File: src/spee_pkg.sv
package spee_pkg;

  localparam int unsigned DEPTH_DEF = 128;
  localparam int unsigned KEY_W     = 32;
  localparam int unsigned KIND_W    = 3;
  localparam int unsigned POS_W     = 8;
  localparam int unsigned COUNT_W   = 8;

  localparam logic [KIND_W-1:0] KIND_PUSH   = 3'd0;
  localparam logic [KIND_W-1:0] KIND_QUERY  = 3'd1;
  localparam logic [KIND_W-1:0] KIND_INSERT = 3'd2;
  localparam logic [KIND_W-1:0] KIND_DELETE = 3'd3;
  localparam logic [KIND_W-1:0] KIND_SWAP   = 3'd4;

  typedef enum logic [3:0] {
    ST_IDLE,
    ST_DECODE,
    ST_SCAN_RD,
    ST_SCAN_CMP,
    ST_DEL_RD,
    ST_DEL_WR,
    ST_INS_RD,
    ST_INS_WR,
    ST_INS_PUT,
    ST_SWP_RDA,
    ST_SWP_RDB,
    ST_SWP_WRA,
    ST_SWP_WRB,
    ST_DONE
  } state_e;

  typedef struct packed {
    logic              valid;
    logic [KIND_W-1:0] kind;
    logic [KEY_W-1:0]  key;
    logic [POS_W-1:0]  pos_a;
    logic [POS_W-1:0]  pos_b;
  } cmd_t;

  typedef struct packed {
    logic               valid;
    logic               found;
    logic               status;
    logic [COUNT_W-1:0] count;
  } res_t;

endpackage

File: src/spee_if.sv
interface spee_in_if;
  logic                              valid;
  logic                              ready;
  logic [spee_pkg::KIND_W-1:0]       kind;
  logic signed [spee_pkg::KEY_W-1:0] key;
  logic [spee_pkg::POS_W-1:0]        pos_a;
  logic [spee_pkg::POS_W-1:0]        pos_b;

  modport source (output valid, kind, key, pos_a, pos_b, input ready);
  modport sink (input valid, kind, key, pos_a, pos_b, output ready);
endinterface

interface spee_out_if;
  logic                          valid;
  logic                          ready;
  logic                          found;
  logic                          status;
  logic [spee_pkg::COUNT_W-1:0]  count;

  modport source (output valid, found, status, count, input ready);
  modport sink (input valid, found, status, count, output ready);
endinterface

File: src/spee_ram.sv
module spee_ram #(
  parameter int unsigned WIDTH = 32,
  parameter int unsigned DEPTH = 128
) (
  input  logic                     clk_i,
  input  logic                     we_i,
  input  logic [$clog2(DEPTH)-1:0] waddr_i,
  input  logic [WIDTH-1:0]         wdata_i,
  input  logic                     re_i,
  input  logic [$clog2(DEPTH)-1:0] raddr_i,
  output logic [WIDTH-1:0]         rdata_o
);

  logic [WIDTH-1:0] mem_q [DEPTH];
  logic [WIDTH-1:0] rdata_q;

  always_ff @(posedge clk_i) begin
    if (we_i) begin
      mem_q[waddr_i] <= wdata_i;
    end
    if (re_i) begin
      rdata_q <= mem_q[raddr_i];
    end
  end

  assign rdata_o = rdata_q;

endmodule

File: src/spee_ctrl.sv
module spee_ctrl #(
  parameter int unsigned DEPTH = spee_pkg::DEPTH_DEF
) (
  input  logic                       clk_i,
  input  logic                       rst_ni,
  input  spee_pkg::cmd_t             cmd_i,
  output logic                       ready_o,
  output spee_pkg::res_t             res_o,
  input  logic                       take_i,
  output logic                       ram_we_o,
  output logic [$clog2(DEPTH)-1:0]   ram_waddr_o,
  output logic [spee_pkg::KEY_W-1:0] ram_wdata_o,
  output logic                       ram_re_o,
  output logic [$clog2(DEPTH)-1:0]   ram_raddr_o,
  input  logic [spee_pkg::KEY_W-1:0] ram_rdata_i
);

  localparam int unsigned CW = $clog2(DEPTH + 1);
  localparam int unsigned AW = $clog2(DEPTH);
  localparam int unsigned PW = ((CW > spee_pkg::POS_W) ? CW : spee_pkg::POS_W) + 1;

  spee_pkg::state_e state_q, state_d;

  logic [spee_pkg::KIND_W-1:0] kind_q, kind_d;
  logic [spee_pkg::KEY_W-1:0]  key_q, key_d;
  logic [spee_pkg::POS_W-1:0]  pa_q, pa_d;
  logic [spee_pkg::POS_W-1:0]  pb_q, pb_d;
  logic [CW-1:0]               count_q, count_d;
  logic [AW-1:0]               idx_q, idx_d;
  logic [AW-1:0]               idx2_q, idx2_d;
  logic [spee_pkg::KEY_W-1:0]  tmp_q, tmp_d;
  logic                        found_q, found_d;
  logic                        status_q, status_d;

  logic [PW-1:0] cnt_w, pa_w, pb_w, idx_w, slot_w;
  logic          full, ins_bad, swp_bad;
  logic          step_up;
  logic [AW-1:0] idx_adj;

  assign cnt_w  = PW'(count_q);
  assign pa_w   = PW'(pa_q);
  assign pb_w   = PW'(pb_q);
  assign idx_w  = PW'(idx_q);
  assign slot_w = cnt_w + PW'(1) - pa_w;

  assign full    = (count_q == CW'(DEPTH));
  assign ins_bad = full || (pa_q == '0) || (pa_w > cnt_w + PW'(1));
  assign swp_bad = (pa_q == '0) || (pb_q == '0) || (pa_w > cnt_w) || (pb_w > cnt_w)
                   || (pa_q == pb_q);

  // the one index stepper: up while closing a gap after delete, down otherwise
  assign step_up = (state_q == spee_pkg::ST_DEL_RD) || (state_q == spee_pkg::ST_DEL_WR);
  assign idx_adj = step_up ? (idx_q + AW'(1)) : (idx_q - AW'(1));

  always_ff @(posedge clk_i or negedge rst_ni) begin
    if (!rst_ni) begin
      state_q  <= spee_pkg::ST_IDLE;
      count_q  <= '0;
      found_q  <= 1'b0;
      status_q <= 1'b0;
    end else begin
      state_q  <= state_d;
      count_q  <= count_d;
      found_q  <= found_d;
      status_q <= status_d;
    end
  end

  always_ff @(posedge clk_i) begin
    kind_q <= kind_d;
    key_q  <= key_d;
    pa_q   <= pa_d;
    pb_q   <= pb_d;
    idx_q  <= idx_d;
    idx2_q <= idx2_d;
    tmp_q  <= tmp_d;
  end

  always_comb begin
    state_d     = state_q;
    kind_d      = kind_q;
    key_d       = key_q;
    pa_d        = pa_q;
    pb_d        = pb_q;
    count_d     = count_q;
    idx_d       = idx_q;
    idx2_d      = idx2_q;
    tmp_d       = tmp_q;
    found_d     = found_q;
    status_d    = status_q;
    ready_o     = 1'b0;
    res_o       = '0;
    ram_we_o    = 1'b0;
    ram_waddr_o = idx_q;
    ram_wdata_o = key_q;
    ram_re_o    = 1'b0;
    ram_raddr_o = idx_q;

    unique case (state_q)
      spee_pkg::ST_IDLE: begin
        ready_o = 1'b1;
        if (cmd_i.valid) begin
          kind_d   = cmd_i.kind;
          key_d    = cmd_i.key;
          pa_d     = cmd_i.pos_a;
          pb_d     = cmd_i.pos_b;
          found_d  = 1'b0;
          status_d = 1'b0;
          state_d  = spee_pkg::ST_DECODE;
        end
      end

      spee_pkg::ST_DECODE: begin
        state_d = spee_pkg::ST_DONE;
        unique case (kind_q) inside
          spee_pkg::KIND_PUSH: begin
            if (full) begin
              status_d = 1'b1;
            end else begin
              ram_we_o    = 1'b1;
              ram_waddr_o = count_q[AW-1:0];
              count_d     = count_q + CW'(1);
            end
          end
          spee_pkg::KIND_QUERY, spee_pkg::KIND_DELETE: begin
            if (count_q != '0) begin
              idx_d   = count_q[AW-1:0] - AW'(1);
              state_d = spee_pkg::ST_SCAN_RD;
            end
          end
          spee_pkg::KIND_INSERT: begin
            if (ins_bad) begin
              status_d = 1'b1;
            end else begin
              idx_d   = count_q[AW-1:0];
              idx2_d  = slot_w[AW-1:0];
              // inserting at the top needs no shift
              state_d = (pa_q == spee_pkg::POS_W'(1)) ? spee_pkg::ST_INS_PUT
                                                      : spee_pkg::ST_INS_RD;
            end
          end
          spee_pkg::KIND_SWAP: begin
            if (swp_bad) begin
              status_d = 1'b1;
            end else begin
              idx_d   = AW'(cnt_w - pa_w);
              idx2_d  = AW'(cnt_w - pb_w);
              state_d = spee_pkg::ST_SWP_RDA;
            end
          end
          default: begin
            status_d = 1'b1;
          end
        endcase
      end

      spee_pkg::ST_SCAN_RD: begin
        ram_re_o = 1'b1;
        state_d  = spee_pkg::ST_SCAN_CMP;
      end

      spee_pkg::ST_SCAN_CMP: begin
        if (ram_rdata_i == key_q) begin
          found_d = 1'b1;
          state_d = spee_pkg::ST_DONE;
          if (kind_q == spee_pkg::KIND_DELETE) begin
            if (idx_w + PW'(1) < cnt_w) begin
              state_d = spee_pkg::ST_DEL_RD;
            end else begin
              count_d = count_q - CW'(1);
            end
          end
        end else if (idx_q == '0) begin
          state_d = spee_pkg::ST_DONE;
        end else begin
          idx_d   = idx_adj;
          state_d = spee_pkg::ST_SCAN_RD;
        end
      end

      spee_pkg::ST_DEL_RD: begin
        ram_re_o    = 1'b1;
        ram_raddr_o = idx_adj;
        state_d     = spee_pkg::ST_DEL_WR;
      end

      spee_pkg::ST_DEL_WR: begin
        ram_we_o    = 1'b1;
        ram_wdata_o = ram_rdata_i;
        idx_d       = idx_adj;
        if (idx_w + PW'(2) < cnt_w) begin
          state_d = spee_pkg::ST_DEL_RD;
        end else begin
          count_d = count_q - CW'(1);
          state_d = spee_pkg::ST_DONE;
        end
      end

      spee_pkg::ST_INS_RD: begin
        ram_re_o    = 1'b1;
        ram_raddr_o = idx_adj;
        state_d     = spee_pkg::ST_INS_WR;
      end

      spee_pkg::ST_INS_WR: begin
        ram_we_o    = 1'b1;
        ram_wdata_o = ram_rdata_i;
        idx_d       = idx_adj;
        state_d     = (idx_adj == idx2_q) ? spee_pkg::ST_INS_PUT : spee_pkg::ST_INS_RD;
      end

      spee_pkg::ST_INS_PUT: begin
        ram_we_o    = 1'b1;
        ram_waddr_o = idx2_q;
        count_d     = count_q + CW'(1);
        state_d     = spee_pkg::ST_DONE;
      end

      spee_pkg::ST_SWP_RDA: begin
        ram_re_o = 1'b1;
        state_d  = spee_pkg::ST_SWP_RDB;
      end

      spee_pkg::ST_SWP_RDB: begin
        ram_re_o    = 1'b1;
        ram_raddr_o = idx2_q;
        tmp_d       = ram_rdata_i;
        state_d     = spee_pkg::ST_SWP_WRA;
      end

      spee_pkg::ST_SWP_WRA: begin
        ram_we_o    = 1'b1;
        ram_wdata_o = ram_rdata_i;
        state_d     = spee_pkg::ST_SWP_WRB;
      end

      spee_pkg::ST_SWP_WRB: begin
        ram_we_o    = 1'b1;
        ram_waddr_o = idx2_q;
        ram_wdata_o = tmp_q;
        state_d     = spee_pkg::ST_DONE;
      end

      spee_pkg::ST_DONE: begin
        res_o.valid  = 1'b1;
        res_o.found  = found_q;
        res_o.status = status_q;
        res_o.count  = spee_pkg::COUNT_W'(count_q);
        if (take_i) begin
          state_d = spee_pkg::ST_IDLE;
        end
      end

      default: begin
        state_d = spee_pkg::ST_IDLE;
      end
    endcase
  end

endmodule

File: src/stack_positional_edit_engine.sv
// one item at a time: ready is low from acceptance until its result is in the output register
// push, rejected items, unknown kinds and query or delete on an empty stack: decode, then done
// query and delete scan down from the top entry, a read state then a compare state per entry;
// a delete that hits below the top then closes the gap, reading and writing each entry above;
// insert shifts entries above its slot up; swap reads, then writes both; the ram has one port pair
// reset clears the controller state, count, found/status flags and output valid; the entry ram is not cleared
module stack_positional_edit_engine #(
  parameter int unsigned DEPTH = spee_pkg::DEPTH_DEF
) (
  input  logic              clk_i,
  input  logic              rst_ni,
  spee_in_if.sink           item_i,
  spee_out_if.source        result_o
);

  localparam int unsigned AW = $clog2(DEPTH);

  spee_pkg::cmd_t cmd;
  spee_pkg::res_t res;
  logic           ctrl_ready;
  logic           take;

  logic                       ram_we;
  logic [AW-1:0]              ram_waddr;
  logic [spee_pkg::KEY_W-1:0] ram_wdata;
  logic                       ram_re;
  logic [AW-1:0]              ram_raddr;
  logic [spee_pkg::KEY_W-1:0] ram_rdata;

  logic                         out_valid_q;
  logic                         out_found_q;
  logic                         out_status_q;
  logic [spee_pkg::COUNT_W-1:0] out_count_q;

  assign cmd.valid = item_i.valid;
  assign cmd.kind  = item_i.kind;
  assign cmd.key   = item_i.key;
  assign cmd.pos_a = item_i.pos_a;
  assign cmd.pos_b = item_i.pos_b;
  assign item_i.ready = ctrl_ready;

  // the output register takes a result when empty or being drained
  assign take = res.valid && (!out_valid_q || result_o.ready);

  spee_ctrl #(
    .DEPTH(DEPTH)
  ) u_ctrl (
    .clk_i       (clk_i),
    .rst_ni      (rst_ni),
    .cmd_i       (cmd),
    .ready_o     (ctrl_ready),
    .res_o       (res),
    .take_i      (take),
    .ram_we_o    (ram_we),
    .ram_waddr_o (ram_waddr),
    .ram_wdata_o (ram_wdata),
    .ram_re_o    (ram_re),
    .ram_raddr_o (ram_raddr),
    .ram_rdata_i (ram_rdata)
  );

  spee_ram #(
    .WIDTH(spee_pkg::KEY_W),
    .DEPTH(DEPTH)
  ) u_ram (
    .clk_i   (clk_i),
    .we_i    (ram_we),
    .waddr_i (ram_waddr),
    .wdata_i (ram_wdata),
    .re_i    (ram_re),
    .raddr_i (ram_raddr),
    .rdata_o (ram_rdata)
  );

  always_ff @(posedge clk_i or negedge rst_ni) begin
    if (!rst_ni) begin
      out_valid_q <= 1'b0;
    end else if (take) begin
      out_valid_q <= 1'b1;
    end else if (result_o.ready) begin
      out_valid_q <= 1'b0;
    end
  end

  always_ff @(posedge clk_i) begin
    if (take) begin
      out_found_q  <= res.found;
      out_status_q <= res.status;
      out_count_q  <= res.count;
    end
  end

  assign result_o.valid  = out_valid_q;
  assign result_o.found  = out_found_q;
  assign result_o.status = out_status_q;
  assign result_o.count  = out_count_q;

endmodule

File: src/flat_wrapper.sv
// flat-port wrapper written by rule: the top's interface ports become plain ports
module stack_positional_edit_engine_flat 
#(
  parameter int unsigned DEPTH = spee_pkg::DEPTH_DEF
)
  (clk_i, rst_ni, item_i_valid, item_i_kind, item_i_key, item_i_pos_a, item_i_pos_b, item_i_ready, result_o_valid, result_o_found, result_o_status, result_o_count, result_o_ready);
  spee_in_if item_i_i ();
  spee_out_if result_o_i ();
  input  logic clk_i;
  input  logic rst_ni;
  input wire logic [$bits(item_i_i.valid)-1:0] item_i_valid;
  input wire logic [$bits(item_i_i.kind)-1:0] item_i_kind;
  input wire logic [$bits(item_i_i.key)-1:0] item_i_key;
  input wire logic [$bits(item_i_i.pos_a)-1:0] item_i_pos_a;
  input wire logic [$bits(item_i_i.pos_b)-1:0] item_i_pos_b;
  output wire logic [$bits(item_i_i.ready)-1:0] item_i_ready;
  output wire logic [$bits(result_o_i.valid)-1:0] result_o_valid;
  output wire logic [$bits(result_o_i.found)-1:0] result_o_found;
  output wire logic [$bits(result_o_i.status)-1:0] result_o_status;
  output wire logic [$bits(result_o_i.count)-1:0] result_o_count;
  input wire logic [$bits(result_o_i.ready)-1:0] result_o_ready;
  assign item_i_i.valid = item_i_valid;
  assign item_i_i.kind = item_i_kind;
  assign item_i_i.key = item_i_key;
  assign item_i_i.pos_a = item_i_pos_a;
  assign item_i_i.pos_b = item_i_pos_b;
  assign item_i_ready = item_i_i.ready;
  assign result_o_valid = result_o_i.valid;
  assign result_o_found = result_o_i.found;
  assign result_o_status = result_o_i.status;
  assign result_o_count = result_o_i.count;
  assign result_o_i.ready = result_o_ready;
  stack_positional_edit_engine #(.DEPTH(DEPTH)) u_core (.clk_i(clk_i), .rst_ni(rst_ni), .item_i(item_i_i), .result_o(result_o_i));
endmodule
File: config.mk
export PLATFORM = sky130hd
export DESIGN_NAME = stack_positional_edit_engine_flat
export DESIGN_NICKNAME = d
export VERILOG_FILES = /design/src/spee_pkg.sv /design/src/spee_if.sv /design/src/spee_ram.sv /design/src/spee_ctrl.sv /design/src/stack_positional_edit_engine.sv /design/src/flat_wrapper.sv
export SDC_FILE = /design/constraint.sdc
export NUM_CORES = 2
export LEC_CHECK = 0
export BUFFER_PORTS_ARGS = -buffer_cell sky130_fd_sc_hd__buf_4
export CAP_MARGIN = 20
export CORE_ASPECT_RATIO = 1.25
export CORE_MARGIN = 8
export CORE_UTILIZATION = 53
export DETAILED_ROUTE_END_ITERATION = 10
export GPL_TIMING_DRIVEN = 0
export PLACE_DENSITY_LB_ADDON = 0.15
export REMOVE_ABC_BUFFERS = 1
export SETUP_SLACK_MARGIN = 0.3
export SYNTH_ARGS = -nofsm -noshare
export SYNTH_HDL_FRONTEND = slang
export SYNTH_HIERARCHICAL = 1
export SYNTH_SLANG_ARGS = --single-unit
File: constraint.sdc
create_clock -name clk_i -period 5.7 [get_ports clk_i]
set_input_delay 1.425 -clock clk_i [delete_from_list [all_inputs] [get_ports clk_i]]
set_output_delay 1.425 -clock clk_i [all_outputs]
set_load 0.01 [all_outputs]
=== Word-level counts from Yosys, hierarchy flattened ===
Memory sizes are Yosys's and may differ from the RTL's. A register that Yosys moved wholly into a read port is not among the register bits.
Cells that the tools add are included.

* Register bits: 122
* Bits in latches: 0
* Bits in writable memories: 4096
* ROM bits: 0
* Input port bits: 55
* Output and inout port bits: 12
* Word-level logic and storage cells: 165
* Memories kept: 1

{| class="wikitable"
|+ Memory list
! name !! depth !! width !! rd ports !! clocked after memory_dff !! write ports !! line !! text
|-
| u_core.u_ram.mem_q || 128 || 32 || 1 || 1 || 1 || spee_ram.sv:14 || <nowiki>logic [WIDTH-1:0] mem_q [DEPTH];</nowiki>
|}

* Add/subtract/negate cells: 11
* Multipliers: 0
* Div/mod/pow operators: 0
* Order comparisons: 5
* Eq/ne operators: 42
* Shift operators: 0
* Mux-type cells: 55
* Bitwise logic cells: 0
* Reduce and logical (&&, ||, !) cells: 36

{| class="wikitable"
|+ Operator list
! operator !! count
|-
| 7-bit two-way mux || 10
|-
| 32-bit case mux with 2 select lines || 1
|-
| 4-bit case mux with 13 select lines || 1
|-
| 8-bit two-way mux || 6
|-
| 4-bit two-way mux || 11
|-
| 7-bit case mux with 2 select lines || 3
|-
| 7-bit case mux with 3 select lines || 2
|-
| 32-bit == test || 1
|-
| 8-bit case mux with 4 select lines || 1
|-
| 4-bit == test, second input constant || 6
|-
| 2-bit inequality test, second input constant || 12
|-
| 7-bit subtractor || 3
|-
| 3-bit inequality test, second input constant || 6
|-
| 4-bit by 3-bit == test with 1-bit output, second input constant || 4
|-
| 8-bit greater-than comparator || 2
|-
| 8-bit zero test || 2
|-
| 8-bit less-than comparator || 2
|-
| 7-bit AND reduction || 2
|-
| 7-bit by 1-bit subtractor with 7-bit output, second input constant || 2
|-
| 1-bit two-way mux || 13
|-
| 4-bit case mux with 3 select lines || 1
|-
| 11-bit two-way mux || 1
|-
| 5-bit OR reduction || 2
|-
| 8-bit by 1-bit adder with 9-bit output, second input constant || 1
|-
| other kinds (36) || 54
|}

=== Logic depth before layout (Yosys ltp) ===
* Depth in word-level cells: 8
* Mapped depth: 16
* Depth with buffers taken out: 12

=== Hierarchy ===
The synthesis kept the hierarchy.

{| class="wikitable"
|+ By module, submodules not included
! module !! times used !! cells an instance !! area each (µm²) !! seq. area each (µm²)
|-
| spee_ram || 1 || 5990 || 156596.4 || 123958.9
|-
| spee_ctrl || 1 || 806 || 7960.1 || 3263.1
|-
| stack_positional_edit_engine || 1 || 14 || 344.1 || 325.3
|}

=== Worst setup path before layout ===
OpenSTA, ideal clock, no wires.

* Path kind: register -> register
* Start: register u_core.u_ctrl.state_q[3]
* End: register u_core.u_ram.rdata_q[10], in the netlist u_core/u_ram/rdata_o[10] (read register of u_core.u_ram.mem_q) (data pin)
* Library setup time: 260 ps
* Arrival time: 5406 ps
* Data required time: 5440 ps
* Setup slack: 34 ps
* Cell stages (with the launch flop): 13
* Path buffers: 4
* Clock period less this slack: 5666 ps
* Cell sequence: dfrtp_1 > clkbuf_1 > nand3b_1 > nor2_1 > a21oi_1 > a221o_1 > buf_2 > buf_2 > buf_1 > mux4_2 > mux4_2 > mux4_2 > mux2_2

* Longest elaborated chain between the ends: 4
* Elaborated cells between the ends (all ways): 12
* Those cells by class: 6 x eq/ne; 3 x mux; 3 x reduce/logical

{| class="wikitable"
|+ Ends and longest elaborated chain
! element !! line !! text
|-
| start: declaration || spee_ctrl.sv:22 || <nowiki>spee_pkg::state_e state_q, state_d;</nowiki>
|-
| start signal: assignment || spee_ctrl.sv:57 || <nowiki>state_q <= spee_pkg::ST_IDLE;</nowiki>
|-
| start signal: assignment || spee_ctrl.sv:62 || <nowiki>state_q <= state_d;</nowiki>
|-
| 4-bit by 3-bit == test with 1-bit output, on equally long branches || spee_ctrl.sv:52, spee_ctrl.sv:99 ||
|-
| 1-bit logical OR || spee_ctrl.sv:52 || <nowiki>assign step_up = (state_q == spee_pkg::ST_DEL_RD) || (state_q == spee_pkg::ST_DEL_WR);</nowiki>
|-
| 7-bit two-way mux || spee_ctrl.sv:53 || <nowiki>assign idx_adj = step_up ? (idx_q + AW'(1)) : (idx_q - AW'(1));</nowiki>
|-
| 7-bit case mux with 2 select lines * || spee_ctrl.sv:99 || <nowiki>unique case (state_q)</nowiki>
|-
| via u_core.ram_raddr[0] || stack_positional_edit_engine.sv:27 || <nowiki>logic [AW-1:0] ram_raddr;</nowiki>
|-
| end: declaration || spee_ram.sv:15 || <nowiki>logic [WIDTH-1:0] rdata_q;</nowiki>
|}

Mark *: on every way through the listed nets, which the timed path passes. The rest lies on a longest branch.
A chain may end at the register's enable or synchronous reset.

=== Worst setup path in the final report ===
* Start: register u_core.u_ctrl.count_q[1]
* End: memory u_core.u_ram.mem_q[33][2] (enable)

* Elaborated cells between the ends (all ways): 9
* Those cells by class: 1 x eq/ne; 8 x mux

{| class="wikitable"
|+ RTL lines
! element !! line !! text
|-
| start: declaration || spee_ctrl.sv:28 || <nowiki>logic [CW-1:0] count_q, count_d;</nowiki>
|-
| start signal: assignment || spee_ctrl.sv:63 || <nowiki>count_q <= count_d;</nowiki>
|-
| 8-bit == test || spee_ctrl.sv:46 || <nowiki>assign full = (count_q == CW'(DEPTH));</nowiki>
|-
| 7-bit two-way mux || spee_ctrl.sv:117 || <nowiki>if (full) begin</nowiki>
|-
| 7-bit two-way mux || spee_ctrl.sv:115 || <nowiki>unique case (kind_q) inside</nowiki>
|-
| 7-bit case mux with 2 select lines || spee_ctrl.sv:99 ||
|-
| via u_core.ram_waddr[3] || stack_positional_edit_engine.sv:24 || <nowiki>logic [AW-1:0] ram_waddr;</nowiki>
|-
| end: declaration || spee_ram.sv:14 ||
|}

The timed path passes the listed nets, and every way through them passes these cells.

==> metrics.txt <==
status=finished clean; Yosys reg bits=4,250; share of layout cells above drive strength 1=a little over a third; internal cell power=78,200 uW; vias per cell=6.47; register area share after synthesis=between 70 and 80%; LEAKAGE=0.0604 uW; initial antenna violation count=34; first-pass GRT wire length=slightly below 600,000 um; Final HPWL DP=roughly 250,000 um; worst r2r path cells=11; Peak supply drop=0.000687 V; final worst slack=0.129 ns; ys flop type=edfxtp_1; FF-to-FF End=u_core/u_ram/mem_q[33][2]$_DFFE_PP_; core area=roughly 310,000 um2; critical path's top delay family=simple AND/OR/NAND/NOR gates; Setup CP Type=flip-flop to flip-flop; CP Buf/Inv Count=2; CTS tree=done; die span in y=640 um; Residual DRC=0; clock root buffer=clkbuf_16; clk slew on worst S/H paths=0.06 ns; number of DRC markers in iteration 0=roughly 9,400; metal2 WL=202,000 um; Rel. slew slack=15.6%; Worst-Margin Slew=1.25 ns; Die Wd=515 um; cts hold-fix bufs=0; RSZ-0062 raised after global routing=yes; Area Growth Syn to Fin=16.8%; drt pass-1 iters=5; Area after DPL=177,000 um2; clock power share=~22%; Final nets=7,552; syn avg cell area=24.2 um2; Tcrit/Tclk final=97.7%; # port buffers=66; cell area after layout=193,000 um2; CP most frequent cell=nand2_1; Clock Latency Late Sink=0.92 ns; CP required=roughly 6.3 ns; top sig layer=met5; Synth cell types=64; FP Rows=approximately 230; Routed met1 length=160,000 um; Max Slew Vio Count=0; CP Capture Type=flip-flop; gr ovfl total=0; CTS Sinks=roughly 4,300; Power Dens Cells=620 nW/um2; largest net degree at the start of global routing=69; fmax=between 150 and 200 MHz; vias in the first global route=77,917; Worst EP arrival=6.17 ns; EDFF count, synth=4,235; Synth warnings=6; WL met3=37,800 um; Hold Crit Class=primary input to asynchronous set/reset pin; Max Cap Viol=0; Gate Count Post-Synth=6,810; startpoint type of the worst setup path=flip-flop; die area=between 300,000 and 400,000 um2; sequential power share=a little over a third; Syn Std Cell Area=165,000 um2; H-tree depth=5; Num CTS Buffers=395; Final setup viols=0; I/O pin cnt=between 60 and 70; initial core utilization=between 50% and 60%; Switch Pwr=41,200 uW; crit-path cells=clkinvlp_4 -> ha_1 -> nor4b_2 -> a311oi_4 -> nor2_4 -> nand2_1 -> nand2_1 -> nor2_2 -> nand2_1 -> nor2_4 -> buf_12; Final ANT Viol Nets=0; RR Startpoint=u_core/u_ctrl/count_q[1]$_DFFE_PN0P_; clk buf depth=4; final hold vios=0; critical path peak fanout=18; Comb power frac=42.3%; Reg2Reg Setup Slack=0.13 ns; switch share=roughly 35%; Max stage delay cell, worst path=dfrtp_1; WL final=413,000 um; routability cong.=0.880; vias post-DR=just under 80,000; pre-CTS setup slack=-0.929 ns; total global routing track utilization=24.7%; Final min period=5.57 ns; wire per inst=34.7 um; CP peak stage delay=0.77 ns; Async S/R FF share, synth=0.353%; Setup Skew=approximately 0.037 ns
-- per-stage QoR --
step | power, uW | setup TNS (ns) | hold slack, ns | utilization (%) | cells
2_1_floorplan | 61700 | -1327.20 | 0.454 | - | 6459
3_3_place_gp | 66600 | - | 0.483 | 54.5 | 10683
4_1_cts | 119000 | 0 | 0.308 | 61.6 | 11777
6_report | 119000 | 0 | 0.368 | 62.1 | 11908
3_5_place_dp | 91900 | -515.92 | 0.496 | 57.0 | 10983
5_1_grt | 123000 | 0 | 0.359 | 62.1 | 11900
-- sequential cells by signal, summed over array words and instances, names as in the netlist, 3 cells and up --
name / count
u_core/result_o.count: 8
u_core/u_ctrl/tmp_q: 32
u_core/u_ctrl/state_q: 4
u_core/u_ctrl/pa_q: 8
u_core/u_ctrl/kind_q: 3
u_core/u_ctrl/count_q: 8
u_core/u_ram/mem_q: 4096
u_core/u_ctrl/idx2_q: 7
u_core/u_ctrl/idx_q: 7
u_core/u_ram/rdata_o: 32
u_core/u_ctrl/pb_q: 8
u_core/u_ctrl/key_q: 32
-- layout make-up --
type / instances / area, um2
fill: 20379 / 118000
sequential: 4250 / 128000
inverter: 40 / 154
clock buffer: 464 / 10400
clock inverter: 249 / 2350
antenna: 14 / 35.0
timing repair buffer: 563 / 9690
multi-input combinational: 2170 / 37200
tap: 4158 / 5200
-- logic make-up (layout without fill, tap and decap cells) --
kind of cell	after synthesis	in the layout	synth area share (%)
adder cells (fa/ha/maj)	77	77	0.607
XOR/XNOR	88	88	0.485
AO/OA/AOI/OAI	180	180	0.748
multiplexers	1379	1379	18.6
buffers and inverters	391	1316	0.983
other	0	14	0
flip-flops	4250	4250	77.3
AND/OR/NAND/NOR	445	446	1.24
-- power groups by stage --
stage / sequential [uW] / combinational (uW) / clock (uW)
2_1_floorplan: 43800 / 17800 / 0
3_3_place_gp: 45300 / 21200 / 0
3_5_place_dp: 43300 / 48700 / 0
4_1_cts: 42600 / 50200 / 26700
5_1_grt: 42700 / 52700 / 27700
6_report: 42600 / 50600 / 26200
-- synthesized netlist by cell type, types with 5 or more instances --
master    number  area (um2)
nand3_1       30         150
ha_1          72         901
dfrtp_1       15         375
buf_6          5        56.3
a221o_1        8        80.1
buf_1         51         191
nand2b_1      11        68.8
clkbuf_1     211         792
inv_1         39         146
nor3_1        35         175
o211ai_1       7        52.6
xnor2_1       36         315
a22oi_1       39         293
a21oi_1       35         175
nand4_1       17         106
nor2b_1       16         100
a31oi_1        5        31.3
nand2_1      121         454
mux4_2      1344       30300
fa_1           5         100
nor4_1        15        93.8
o21ai_0       29         145
nor2_1       163         612
buf_2         80         400
and2_1         8        50.1
o21ai_1        6        30.0
edfxtp_1    4235      127000
a21o_1        19         143
xor2_1        50         438
a211oi_1      10        75.1
and3_1         7        43.8
mux2_2        32         360
-- worst reg2reg max path, cell delays in order (launching register included) --
cell and delay (ns):
dfrtp_1 0.77, clkinvlp_4 0.25, ha_1 0.24, nor4b_2 0.20, a311oi_4 0.65, nor2_4 0.12
nand2_1 0.10, nand2_1 0.41, nor2_2 0.78, nand2_1 0.70, nor2_4 0.76, buf_12 0.27
-- worst max path at each step --
stage	start	end	slack (ns)	depth (start not counted)
6_report	u_core/u_ctrl/count_q[1]$_DFFE_PN0P_	u_core/u_ram/mem_q[33][2]$_DFFE_PP_	0.13	11
5_1_grt	u_core/u_ctrl/count_q[1]$_DFFE_PN0P_	u_core/u_ram/mem_q[35][11]$_DFFE_PP_	0.14	11
4_1_cts	u_core/u_ctrl/count_q[0]$_DFFE_PN0P_	u_core/u_ram/mem_q[93][4]$_DFFE_PP_	0.15	10
3_5_place_dp	u_core/u_ctrl/state_q[2]$_DFFE_PN0P_	u_core/u_ram/rdata_o[16]$_DFFE_PP_	-0.93	13
3_3_place_gp	u_core/u_ctrl/state_q[1]$_DFFE_PN0P_	u_core/u_ram/rdata_o[21]$_DFFE_PP_	-64.39	7
2_1_floorplan	u_core/u_ctrl/state_q[2]$_DFFE_PN0P_	u_core/u_ram/rdata_o[0]$_DFFE_PP_	-41.48	7
-- cell usage in the layout, fill, tap and decap left out, drive strengths merged, types with 14 or more instances in the layout --
cell type	n
clkinvlp	16
inv	46
mux2	32
buf	536
nand4	17
bufinv	45
nand2	121
a21oi	35
nand3	30
nor2b	16
nor4	15
dfrtp	15
clkbuf	470
ha	72
xnor2	36
nor3	35
edfxtp	4235
bufbuf	21
clkinv	182
diode	14
xor2	50
o21ai	35
mux4	1344
a22oi	39
nor2	165
a21o	19
-- per-layer routing --
metal  global-route usage [%]  up-vias
met4                     7.25        6
li1                         -    30701
met1                     34.4    42186
met3                     5.42      655
met2                     40.1     3528
met5                        0        -
-- timing repair --
item                        CTS  global route
gates cloned                 22             6
setup endpoints to repair  3939          1541
pin swaps                    26            37
setup buffers                59           111
gates resized for setup      32             9
Power figures use the tool's default switching activity.
